[src/rtl/core/kts_pkg.sv]
// Shared types, character codes, token codes and keyword lookup for the token scanner.
package kts_pkg;

    localparam int MAX_LEXEME_DEF = 63;
    localparam int KW_CHARS       = 8;
    localparam int KW_BITS        = KW_CHARS * 8;
    localparam int LINE_W         = 16;
    localparam int TOK_W          = 6;

    typedef logic [TOK_W-1:0] t_tok;

    typedef enum logic [7:0] {
        M_IDLE    = 8'b0000_0001,
        M_WORD    = 8'b0000_0010,
        M_NUM     = 8'b0000_0100,
        M_MINUS   = 8'b0000_1000,
        M_COMMENT = 8'b0001_0000,
        M_COLON   = 8'b0010_0000,
        M_GT      = 8'b0100_0000,
        M_LT      = 8'b1000_0000
    } t_mode;

    localparam t_tok TOK_BEGIN     = 6'd0;
    localparam t_tok TOK_END       = 6'd1;
    localparam t_tok TOK_READ      = 6'd2;
    localparam t_tok TOK_WRITE     = 6'd3;
    localparam t_tok TOK_IF        = 6'd4;
    localparam t_tok TOK_THEN      = 6'd5;
    localparam t_tok TOK_ELSE      = 6'd6;
    localparam t_tok TOK_ENDIF     = 6'd7;
    localparam t_tok TOK_WHILE     = 6'd8;
    localparam t_tok TOK_ENDWHILE  = 6'd9;
    localparam t_tok TOK_ID        = 6'd10;
    localparam t_tok TOK_INT       = 6'd11;
    localparam t_tok TOK_FALSEOP   = 6'd12;
    localparam t_tok TOK_TRUEOP    = 6'd13;
    localparam t_tok TOK_NULLOP    = 6'd14;
    localparam t_tok TOK_LPAREN    = 6'd15;
    localparam t_tok TOK_RPAREN    = 6'd16;
    localparam t_tok TOK_SEMI      = 6'd17;
    localparam t_tok TOK_COMMA     = 6'd18;
    localparam t_tok TOK_ASSIGN    = 6'd19;
    localparam t_tok TOK_PLUS      = 6'd20;
    localparam t_tok TOK_MINUS     = 6'd21;
    localparam t_tok TOK_MULT      = 6'd22;
    localparam t_tok TOK_DIV       = 6'd23;
    localparam t_tok TOK_NOT       = 6'd24;
    localparam t_tok TOK_LESS      = 6'd25;
    localparam t_tok TOK_LESSEQ    = 6'd26;
    localparam t_tok TOK_GREATER   = 6'd27;
    localparam t_tok TOK_GREATEREQ = 6'd28;
    localparam t_tok TOK_EQUAL     = 6'd29;
    localparam t_tok TOK_NOTEQ     = 6'd30;
    localparam t_tok TOK_SCANEOF   = 6'd31;
    localparam t_tok TOK_ERROR     = 6'd32;

    localparam logic [7:0] CH_NUL    = 8'h00;
    localparam logic [7:0] CH_TAB    = 8'h09;
    localparam logic [7:0] CH_LF     = 8'h0A;
    localparam logic [7:0] CH_SPACE  = 8'h20;
    localparam logic [7:0] CH_BANG   = 8'h21;
    localparam logic [7:0] CH_LPAREN = 8'h28;
    localparam logic [7:0] CH_RPAREN = 8'h29;
    localparam logic [7:0] CH_STAR   = 8'h2A;
    localparam logic [7:0] CH_PLUS   = 8'h2B;
    localparam logic [7:0] CH_COMMA  = 8'h2C;
    localparam logic [7:0] CH_MINUS  = 8'h2D;
    localparam logic [7:0] CH_SLASH  = 8'h2F;
    localparam logic [7:0] CH_COLON  = 8'h3A;
    localparam logic [7:0] CH_SEMI   = 8'h3B;
    localparam logic [7:0] CH_LT     = 8'h3C;
    localparam logic [7:0] CH_EQ     = 8'h3D;
    localparam logic [7:0] CH_GT     = 8'h3E;

    // The word register holds the first character in the highest used byte,
    // which lines up with how string literals pack.
    function automatic t_tok kw_lookup(input logic [KW_BITS-1:0] word);
        t_tok code;
        unique case (word)
            64'("BEGIN"):    code = TOK_BEGIN;
            64'("END"):      code = TOK_END;
            64'("READ"):     code = TOK_READ;
            64'("WRITE"):    code = TOK_WRITE;
            64'("IF"):       code = TOK_IF;
            64'("THEN"):     code = TOK_THEN;
            64'("ELSE"):     code = TOK_ELSE;
            64'("ENDIF"):    code = TOK_ENDIF;
            64'("WHILE"):    code = TOK_WHILE;
            64'("ENDWHILE"): code = TOK_ENDWHILE;
            64'("FALSEOP"):  code = TOK_FALSEOP;
            64'("TRUEOP"):   code = TOK_TRUEOP;
            64'("NULLOP"):   code = TOK_NULLOP;
            default:         code = TOK_ID;
        endcase
        return code;
    endfunction

endpackage

[src/rtl/core/keyword_token_scanner.sv]
// Top level of the keyword token scanner: input register, scan logic, result queue.
// A character passes through the input register and then the result queue before it appears as a token.
// Throughput: one character per cycle while the result queue has room for two more tokens;
// a character that yields two tokens takes two queue slots, and a four-entry result queue absorbs that burst.
// Reset (i_rst_n, synchronous, active low) empties the queue, sets the scan mode to
// idle, clears the word and length, sets the line counter to one and clears end state.
module keyword_token_scanner
    import kts_pkg::*;
#(
    parameter int MAX_LEXEME = MAX_LEXEME_DEF,
    parameter int LEN_W      = $clog2(MAX_LEXEME + 1)
) (
    input  logic             i_clk,
    input  logic             i_rst_n,
    input  logic             i_valid,
    output logic             o_ready,
    input  logic [7:0]       i_char_code,
    input  logic             i_end_of_input,
    output logic             o_valid,
    input  logic             i_ready,
    output logic [TOK_W-1:0] o_token_code,
    output logic [LEN_W-1:0] o_lexeme_length,
    output logic [LINE_W-1:0] o_line_number,
    output logic             o_last_of_run
);

    localparam int QDEPTH = 4;
    localparam int QPTR_W = 2;

    // Input register
    logic       r_in_valid;
    logic [7:0] r_char;
    logic       r_eoi;

    // Scanner state
    t_mode              r_mode, n_mode;
    logic [KW_BITS-1:0] r_word, n_word;
    logic [LEN_W-1:0]   r_cnt, n_cnt;
    logic               r_long, n_long;
    logic [LINE_W-1:0]  r_line, n_line;
    logic               r_fin, n_fin;

    // Result queue
    t_tok              r_q_code [QDEPTH];
    logic [LEN_W-1:0]  r_q_len  [QDEPTH];
    logic [LINE_W-1:0] r_q_line [QDEPTH];
    logic              r_q_last [QDEPTH];
    logic [QPTR_W-1:0] r_wr, r_rd;
    logic [QPTR_W:0]   r_qcnt;

    logic go, pop;
    logic is_letter, is_digit;
    logic [7:0] up_char;
    logic [LEN_W-1:0] cnt_inc;

    // Pending token of the current mode
    logic fl_v;
    t_tok fl_code;
    logic [LEN_W-1:0] fl_len;

    // Result of scanning the character from idle
    t_mode st_mode;
    logic st_v;
    t_tok st_code;
    logic [LEN_W-1:0] st_cnt;
    logic [KW_BITS-1:0] st_word;
    logic st_line;

    logic a_v, b_v, restart, line_inc;
    t_tok a_code, b_code;
    logic [LEN_W-1:0] a_len, b_len;

    logic s0_v, s1_v, s0_last;
    t_tok s0_code, s1_code;
    logic [LEN_W-1:0] s0_len, s1_len;
    logic [QPTR_W:0] push_n;

    assign go      = r_in_valid && (r_qcnt <= (QPTR_W+1)'(QDEPTH - 2));
    assign o_ready = !r_in_valid || go;
    assign o_valid = (r_qcnt != '0);
    assign pop     = o_valid && i_ready;

    assign o_token_code    = r_q_code[r_rd];
    assign o_lexeme_length = r_q_len[r_rd];
    assign o_line_number   = r_q_line[r_rd];
    assign o_last_of_run   = r_q_last[r_rd];

    assign is_letter = ((r_char >= 8'd65) && (r_char <= 8'd90)) ||
                       ((r_char >= 8'd97) && (r_char <= 8'd122));
    assign is_digit  = (r_char >= 8'd48) && (r_char <= 8'd57);
    assign up_char   = (r_char >= 8'd97) ? (r_char - 8'd32) : r_char;
    assign cnt_inc   = (r_cnt < LEN_W'(MAX_LEXEME)) ? (r_cnt + LEN_W'(1)) : r_cnt;

    always_comb begin
        fl_v    = 1'b1;
        fl_code = TOK_ERROR;
        fl_len  = LEN_W'(1);
        unique case (r_mode)
            M_WORD: begin
                fl_code = r_long ? TOK_ID : kw_lookup(r_word);
                fl_len  = r_cnt;
            end
            M_NUM: begin
                fl_code = TOK_INT;
                fl_len  = r_cnt;
            end
            M_MINUS: fl_code = TOK_MINUS;
            M_COLON: fl_code = TOK_ERROR;
            M_GT:    fl_code = TOK_GREATER;
            M_LT:    fl_code = TOK_LESS;
            default: fl_v = 1'b0;
        endcase
    end

    always_comb begin
        st_mode = M_IDLE;
        st_v    = 1'b0;
        st_code = TOK_ERROR;
        st_cnt  = '0;
        st_word = '0;
        st_line = 1'b0;
        if (is_letter) begin
            st_mode = M_WORD;
            st_cnt  = LEN_W'(1);
            st_word = KW_BITS'(up_char);
        end else if (is_digit) begin
            st_mode = M_NUM;
            st_cnt  = LEN_W'(1);
        end else begin
            unique case (r_char)
                CH_MINUS: begin
                    st_mode = M_MINUS;
                    st_cnt  = LEN_W'(1);
                end
                CH_COLON:                 st_mode = M_COLON;
                CH_GT:                    st_mode = M_GT;
                CH_LT:                    st_mode = M_LT;
                CH_SPACE, CH_TAB, CH_NUL: st_v = 1'b0;
                CH_LF:                    st_line = 1'b1;
                CH_LPAREN: begin st_v = 1'b1; st_code = TOK_LPAREN; end
                CH_RPAREN: begin st_v = 1'b1; st_code = TOK_RPAREN; end
                CH_SEMI:   begin st_v = 1'b1; st_code = TOK_SEMI;   end
                CH_COMMA:  begin st_v = 1'b1; st_code = TOK_COMMA;  end
                CH_PLUS:   begin st_v = 1'b1; st_code = TOK_PLUS;   end
                CH_STAR:   begin st_v = 1'b1; st_code = TOK_MULT;   end
                CH_SLASH:  begin st_v = 1'b1; st_code = TOK_DIV;    end
                CH_BANG:   begin st_v = 1'b1; st_code = TOK_NOT;    end
                CH_EQ:     begin st_v = 1'b1; st_code = TOK_EQUAL;  end
                default:   begin st_v = 1'b1; st_code = TOK_ERROR;  end
            endcase
        end
    end

    always_comb begin
        n_mode   = r_mode;
        n_word   = r_word;
        n_cnt    = r_cnt;
        n_long   = r_long;
        n_line   = r_line;
        n_fin    = r_fin;
        a_v      = 1'b0;
        a_code   = fl_code;
        a_len    = fl_len;
        b_v      = 1'b0;
        b_code   = st_code;
        b_len    = LEN_W'(1);
        restart  = 1'b0;
        line_inc = 1'b0;
        if (go && !r_fin) begin
            if (r_eoi) begin
                a_v    = fl_v;
                b_v    = 1'b1;
                b_code = TOK_SCANEOF;
                b_len  = '0;
                n_mode = M_IDLE;
                n_word = '0;
                n_cnt  = '0;
                n_long = 1'b0;
                n_fin  = 1'b1;
            end else begin
                unique case (r_mode)
                    M_WORD: begin
                        if (is_letter || is_digit) begin
                            if (r_cnt < LEN_W'(KW_CHARS)) begin
                                n_word = {r_word[KW_BITS-9:0], up_char};
                            end else begin
                                n_long = 1'b1;
                            end
                            n_cnt = cnt_inc;
                        end else begin
                            restart = 1'b1;
                        end
                    end
                    M_NUM: begin
                        if (is_digit) n_cnt = cnt_inc;
                        else restart = 1'b1;
                    end
                    M_MINUS: begin
                        if (r_char == CH_MINUS) begin
                            n_mode = M_COMMENT;
                        end else if (is_digit) begin
                            n_mode = M_NUM;
                            n_cnt  = cnt_inc;
                        end else begin
                            restart = 1'b1;
                        end
                    end
                    M_COMMENT: begin
                        if (r_char == CH_LF) begin
                            n_mode   = M_IDLE;
                            n_cnt    = '0;
                            line_inc = 1'b1;
                        end
                    end
                    M_COLON: begin
                        if (r_char == CH_EQ) begin
                            a_v    = 1'b1;
                            a_code = TOK_ASSIGN;
                            a_len  = LEN_W'(2);
                            n_mode = M_IDLE;
                        end else begin
                            restart = 1'b1;
                        end
                    end
                    M_GT: begin
                        if (r_char == CH_EQ) begin
                            a_v    = 1'b1;
                            a_code = TOK_GREATEREQ;
                            a_len  = LEN_W'(2);
                            n_mode = M_IDLE;
                        end else begin
                            restart = 1'b1;
                        end
                    end
                    M_LT: begin
                        if (r_char == CH_EQ) begin
                            a_v    = 1'b1;
                            a_code = TOK_LESSEQ;
                            a_len  = LEN_W'(2);
                            n_mode = M_IDLE;
                        end else if (r_char == CH_GT) begin
                            a_v    = 1'b1;
                            a_code = TOK_NOTEQ;
                            a_len  = LEN_W'(2);
                            n_mode = M_IDLE;
                        end else begin
                            restart = 1'b1;
                        end
                    end
                    default: restart = 1'b1;
                endcase
                // The ending character is scanned again as if from idle.
                if (restart) begin
                    a_v      = fl_v;
                    b_v      = st_v;
                    n_mode   = st_mode;
                    n_word   = st_word;
                    n_cnt    = st_cnt;
                    n_long   = 1'b0;
                    line_inc = st_line;
                end
                if (line_inc && (r_line != {LINE_W{1'b1}})) begin
                    n_line = r_line + LINE_W'(1);
                end
            end
        end
    end

    // Pack the up to two tokens of this character into consecutive queue slots.
    always_comb begin
        s0_v    = a_v || b_v;
        s1_v    = a_v && b_v;
        s0_code = a_v ? a_code : b_code;
        s0_len  = a_v ? a_len : b_len;
        s0_last = !s1_v;
        s1_code = b_code;
        s1_len  = b_len;
        push_n  = (QPTR_W+1)'(s0_v) + (QPTR_W+1)'(s1_v);
    end

    always_ff @(posedge i_clk) begin
        if (!i_rst_n) begin
            r_in_valid <= 1'b0;
            r_mode     <= M_IDLE;
            r_word     <= '0;
            r_cnt      <= '0;
            r_long     <= 1'b0;
            r_line     <= LINE_W'(1);
            r_fin      <= 1'b0;
            r_wr       <= '0;
            r_rd       <= '0;
            r_qcnt     <= '0;
        end else begin
            if (o_ready) r_in_valid <= i_valid;
            r_mode <= n_mode;
            r_word <= n_word;
            r_cnt  <= n_cnt;
            r_long <= n_long;
            r_line <= n_line;
            r_fin  <= n_fin;
            r_wr   <= r_wr + push_n[QPTR_W-1:0];
            if (pop) r_rd <= r_rd + QPTR_W'(1);
            r_qcnt <= r_qcnt + push_n - (QPTR_W+1)'(pop);
        end
    end

    always_ff @(posedge i_clk) begin
        if (o_ready && i_valid) begin
            r_char <= i_char_code;
            r_eoi  <= i_end_of_input;
        end
        if (s0_v) begin
            r_q_code[r_wr] <= s0_code;
            r_q_len[r_wr]  <= s0_len;
            r_q_line[r_wr] <= r_line;
            r_q_last[r_wr] <= s0_last;
        end
        if (s1_v) begin
            r_q_code[r_wr + QPTR_W'(1)] <= s1_code;
            r_q_len[r_wr + QPTR_W'(1)]  <= s1_len;
            r_q_line[r_wr + QPTR_W'(1)] <= r_line;
            r_q_last[r_wr + QPTR_W'(1)] <= 1'b1;
        end
    end

endmodule

[config.mk]
export PLATFORM = sky130hd
export DESIGN_NAME = keyword_token_scanner
export DESIGN_NICKNAME = d
export VERILOG_FILES = /design/src/rtl/core/kts_pkg.sv /design/src/rtl/core/keyword_token_scanner.sv
export SDC_FILE = /design/constraint.sdc
export NUM_CORES = 1
export LEC_CHECK = 0
export BUFFER_PORTS_ARGS = -buffer_cell sky130_fd_sc_hd__buf_2
export CAP_MARGIN = 20
export CORE_UTILIZATION = 50
export DETAILED_ROUTE_END_ITERATION = 12
export PLACE_DENSITY = 0.67
export SLEW_MARGIN = 30
export SYNTH_ARGS = -nofsm -noshare
export SYNTH_HDL_FRONTEND = slang
export SYNTH_SLANG_ARGS = --single-unit
[constraint.sdc]
create_clock -name i_clk -period 4.6 [get_ports i_clk]
set_clock_uncertainty 0.05 [all_clocks]
set_input_delay 0.46 -clock i_clk [delete_from_list [all_inputs] [get_ports i_clk]]
set_output_delay 0.46 -clock i_clk [all_outputs]
set_load 0.005 [all_outputs]
# --- After elaboration in Yosys (flattened, before gate mapping) ---
# Memories as Yosys holds them, arrays and structs flattened. A register that Yosys moved wholly into a read port is not among the register bits.
# Index checks and enable logic that the tools add are counted.
classes:
  addsub: 9
  magnitude_cmp: 9
  n_eq_ne: 44
  mux: 103
  bitwise: 1
  reduce_logical: 33
op_table:
  columns: ["cell", "count"]
  rows:
  - ["two-way mux 64 bit", 5]
  - ["== test 64 x 39 -> 1 bit (second input constant)", 4]
  - ["== test 64 x 31 -> 1 bit (second input constant)", 3]
  - ["two-way mux 6 bit", 26]
  - ["== test 64 x 47 -> 1 bit (second input constant)", 2]
  - ["== test 8 x 6 -> 1 bit (second input constant)", 15]
  - ["two-way mux 8 bit", 12]
  - ["== test 64 x 15 -> 1 bit (second input constant)", 1]
  - ["== test 64 x 23 -> 1 bit (second input constant)", 1]
  - ["== test 64 x 55 -> 1 bit (second input constant)", 1]
  - ["== test 64 x 63 -> 1 bit (second input constant)", 1]
  - ["case mux 8 bit (4 select lines)", 2]
  - ["case mux 6 bit (9 select lines)", 1]
  - ["case mux 4 bit (13 select lines)", 1]
  - ["two-way mux 1 bit", 42]
  - ["case mux 6 bit (5 select lines)", 1]
  - ["== test 8 x 4 -> 1 bit (second input constant)", 3]
  - ["case mux 6 bit (4 select lines)", 1]
  - ["case mux 6 bit (3 select lines)", 1]
  - ["adder 16 x 1 -> 16 bit (second input constant)", 1]
  - ["greater-or-equal comparator 8 x 7 -> 1 bit (second input constant)", 2]
  - ["<= comparator 8 x 7 -> 1 bit (second input constant)", 2]
  - ["two-way mux 2 bit", 8]
  - ["!= test 16 bit (second input constant)", 1]
  - ["other kinds (39)", 62]
totals:
  ff_bits: 113
  mem_bits_rw: 116
  input_bits: 13
  output_inout_bits: 31
  wordCells: 215
  mem_count: 4
mem_list:
  columns: ["name", "words", "word_bits", "read_ports", "rd_clocked_by_memory_dff", "write_ports", "line_no", "text"]
  rows:
  - ["r_q_line", 4, 16, 1, 1, 2, "keyword_token_scanner.sv:46", "logic [LINE_W-1:0] r_q_line [QDEPTH];"]
  - ["r_q_code", 4, 6, 1, 1, 2, "keyword_token_scanner.sv:44", "t_tok r_q_code [QDEPTH];"]
  - ["r_q_len", 4, 6, 1, 1, 2, "keyword_token_scanner.sv:45", "logic [LEN_W-1:0] r_q_len [QDEPTH];"]
  - ["r_q_last", 4, 1, 1, 1, 2, "keyword_token_scanner.sv:47", "logic r_q_last [QDEPTH];"]

# --- Depth between registers and ports, before layout ---
logic_depth:
  depth_word: 15
  mapped_depth: 19
  ltp_nobuf: 18

# --- Worst setup path after synthesis ---
# OpenSTA, ideal clock, no wires.
synth_timing:
  path_kind: "reg-to-reg"
  startpoint: "reg r_char[2]"
  endpoint: "mem r_q_code[3][0] (netlist name) (enable)"
  setup_time_ps: 378
  t_arrival_ps: 3600
  required_time_ps: 4172
  path_slack_ps: 572
  stages_incl_launch_ff: 17
  n_path_buf: 3
  period_less_slack_ps: 4028
  path_cell_list: "edfxtp_1 buf_2 and4bb_2 a2111oi_4 nor3_1 or3_4 nand2_4 buf_4 o2111a_1 a21o_1 and2_1 ha_1 clkbuf_1 nor2_1 a21oi_1 nand2_1 inv_1"
synth_lines:
  columns: ["element", "line_no", "text"]
  rows:
  - ["start: declaration", "keyword_token_scanner.sv:32", "logic [7:0] r_char;"]
  - ["start signal: assignment", "keyword_token_scanner.sv:309", "r_char <= i_char_code;"]
  - ["end: declaration", "keyword_token_scanner.sv:44", null]

==> key figures <==
Die
  – Die Width: around 150 um
  – IO Count: 44
  – Die Area: 22700 sq um
  – Initial Util: 50.8%
  – Die Height: between 150 and 200 um
  – Rows: 54
  – Core Footprint: about 22000 sq um

Synth
  – Synth unique cells: 84
  – Most used DFF post-synth: dfxtp_1
  – Post-Synthesis Cells: 997
  – Area of the mapped netlist: around 11000 sq um
  – Cell accounting for the most synthesized area: edfxtp_1
  – Sequential-to-total area share from yosys stat: 51.0%
  – Mean post-synth cell area: ~11 sq um
  – #FFs+latches synth: 231
  – Post-synth EDFFs: approximately 100
  – Most common cell in the synthesized netlist: dfxtp_1
  – Synth top area cells: edfxtp_1 27%, dfxtp_1 24%, mux4_2 5.9%, a22o_1 5.3%, nand2_1 2.9%
  – Async set-or-reset flop fraction in the synthesized netlist: 0%
  – Syn_nets: around 1000
  – Synth warnings: 0
  – Yosys top cell area share: a little over a quarter
  – Synth cell count leaders: 130 x dfxtp_1, 101 x edfxtp_1, 85 x nand2_1

Global route
  – Grt met3 use: 3.09%
  – Vias in the first global route: 7829
  – GRT Util Overall: 23.2%
  – M2 GR Usage: 38.3%
  – Total global routing overflow: 0
  – Met1 GRT Util: 32.2%
  – Initial antenna violation count: 0
  – Largest net degree at the start of global routing: 65
  – GRT busiest layer: met2
  – First-pass GRT wire length: 41600 um

Clock tree
  – Worst skew pair latency: 0.53 ns
  – CTS tree: built
  – CTS root buf: clkbuf_16
  – Clock Tree Buf Depth: 3
  – Clk sinks: approximately 230
  – Post CTS Setup Buffer Count: 0
  – Clock transition at path regs: 0.06 ns
  – Total CTS buffers: 25
  – Hold Buf Count CTS: 0
  – # resized after CTS: 0
  – H-tree depth: 1

Cells and area
  – Layout cells sized above 1: 14.5%
  – Design area: 12300 sq um
  – # diodes: 0
  – P&R area growth vs syn: 11.4%
  – Fin nets: 1062

Place
  – Hpwl dp: approximately 18000 um
  – Area after DPL: 11500 sq um
  – Number of port buffers: 43
  – Place WS: between 0.4 and 0.5 ns
  – GPL Wtd Cong: a little over 0.9

Timing
  – Relative slew slack: 41.8%
  – Worst-Margin Slew: 0.866 ns
  – Final Max Slew Viols: 0
  – RSZ-0062 raised after global routing: no
  – Final WS setup: roughly 0.38 ns
  – Period utilization: 91.7%
  – Fmax: 0.237 GHz
  – Fin Hold WS: between 0.05 and 0.06 ns
  – Fin. Hold Viols: 0
  – Final setup fails: 0
  – Post-route setup TNS: 0 ns
  – Min Tclk post-route: between 4 and 5 ns

Setup path
  – Kind of critical path: reg -> reg
  – Worst-path fanout max: 23
  – Crit-path max cell delay: roughly 0.46 ns
  – Top delay family on crit path: compound AO/OA/AOI/OAI gates
  – CP Capture Type: flop
  – Crit start category: flop
  – CP arrival: 4.42 ns
  – Worst reg2reg path endpoint: r_q_line[0][0]
  – Worst R2R Start: r_char[1]
  – Slowest-stage cell, CP: edfxtp_1
  – R2R setup slack: 0.38 ns
  – Top cell by count, worst path: buf_4
  – Worst reg2reg path depth: 13
  – WP buf/inv: 4
  – CP cell instances: buf_4 > a21o_1 > a31o_2 > nor3_1 > or3_4 > nand2_4 > o31a_2 > inv_2 > ha_1 > nor2_1 > a31oi_1 > inv_1 > buf_4
  – Worst EP required: 4.80 ns

Pwr
  – P per Cell Area: 409 nW/um^2
  – Worst ir drop on vdd: ~290 uV
  – Total Power: a little over 5 mW
  – Pleak: 4.25 nW

Drt
  – Drt pass-1 iters: 5
  – Antenna-violating nets left: 0
  – DRC Markers: 0
  – WL/cell: around 19 um
  – Via/cell ratio: 6.09
  – Final wirelength: 25800 um
  – Via Count: 8134
  – DRT iter0 DRCs: 667

Job
  – Max-capacitance violation count: 0

Worst hold path
  – Hold Startpoint: i_char_code[3]
  – Hold Crit Class: in -> reg
  – Hold Path Depth: 1
  – Worst-case hold path end point: r_char[3]

Status
  – Outcome: completed
## layer usage
| metal | wire (um) | up-vias | share of wire [%] |
|---|---|---|---|
| met5 | 0 | - | 0 |
| met4 | 568 | 0 | 2.2 |
| met3 | 1060 | 42 | 4.1 |
| met2 | 12000 | 189 | 46 |
| met1 | 12200 | 3967 | 47 |
| li1 | - | 3936 | - |
## worst max path at each step
stage | cells past startpoint | startpoint | end | slack [ns]
6_report | 13 | r_char[1] | r_q_line[0][0] | 0.38
5_1_grt | 18 | r_char[1] | r_qcnt[2] | 0.13
4_1_cts | 12 | r_char[4] | r_q_code[0][5] | 0.41
3_5_place_dp | 12 | r_char[4] | r_q_line[0][5] | 0.42
3_3_place_gp | 17 | r_char[4] | r_qcnt[2] | 0.50
2_1_floorplan | 16 | r_char[2] | r_q_code[3][0] | 0.57
## layout by cell type, fill, tap and decap left out, drive strengths merged, types with 4 or more instances in the layout
cell and instances:
nand4 20, o211ai 7, nor3b 5, dfxtp 130, ha 11, a31oi 6
nor2b 13, a211oi 6, nand2b 7, and3 12, clkbuf 40, inv 29
o31ai 18, xor2 15, buf 62, a22o 67, o21ai 33, nor4b 11
mux4 29, or4 5, nand3 43, o41ai 9, o21a 8, nor4bb 6
nor2 80, and4 7, xnor2 10, a21o 7, nor4 19, and2 11
a21oi 32, edfxtp 101, mux2i 28, or3 9, nor3 23, nand2 86
clkinv 4
## logic make-up after synthesis
family,share of synthesized area (%)
buffers and inverters,3.34
muxes,8.44
and+or+nand+nor,17.8
AOI/OAI and AO/OA,16.0
adders and majority gates,1.43
DFF,51.0
xor gates and xnor gates,1.98
## registers in the layout, indices dropped and copies added (netlist names), named ones only
register,flops
r_eoi,1
r_fin,1
r_char,8
r_wr,2
r_word,64
r_cnt,6
r_q_len,24
r_in_valid,1
r_q_code,24
r_q_last,4
r_qcnt,3
r_line,16
r_rd,2
r_mode,8
r_q_line,64
r_long,1
## through the flow
step	std cells	util, %
6_report	1336	56.6
3_5_place_dp	1290	53.0
2_1_floorplan	997	-
3_3_place_gp	1290	53.0
5_1_grt	1336	56.6
4_1_cts	1336	56.6
## area by class of cell
class                      count  area [sq um]
fill                        1885          9440
sequential                   231          5640
multi-input combinational    688          5050
clock buffer                  40           722
timing repair buffer          62           370
tap                          280           350
inverter                      29           109
clock inverter                 6          72.6
## report_power, final
part           leakage (nW)  switching [mW]  total [mW]  internal, mW
Clock                 0.384           0.787        1.92          1.14
Combinational          1.86           0.380       0.737         0.357
Sequential             2.00           0.120        2.38          2.26
Note: power is estimated with default switching activity, not from simulation.
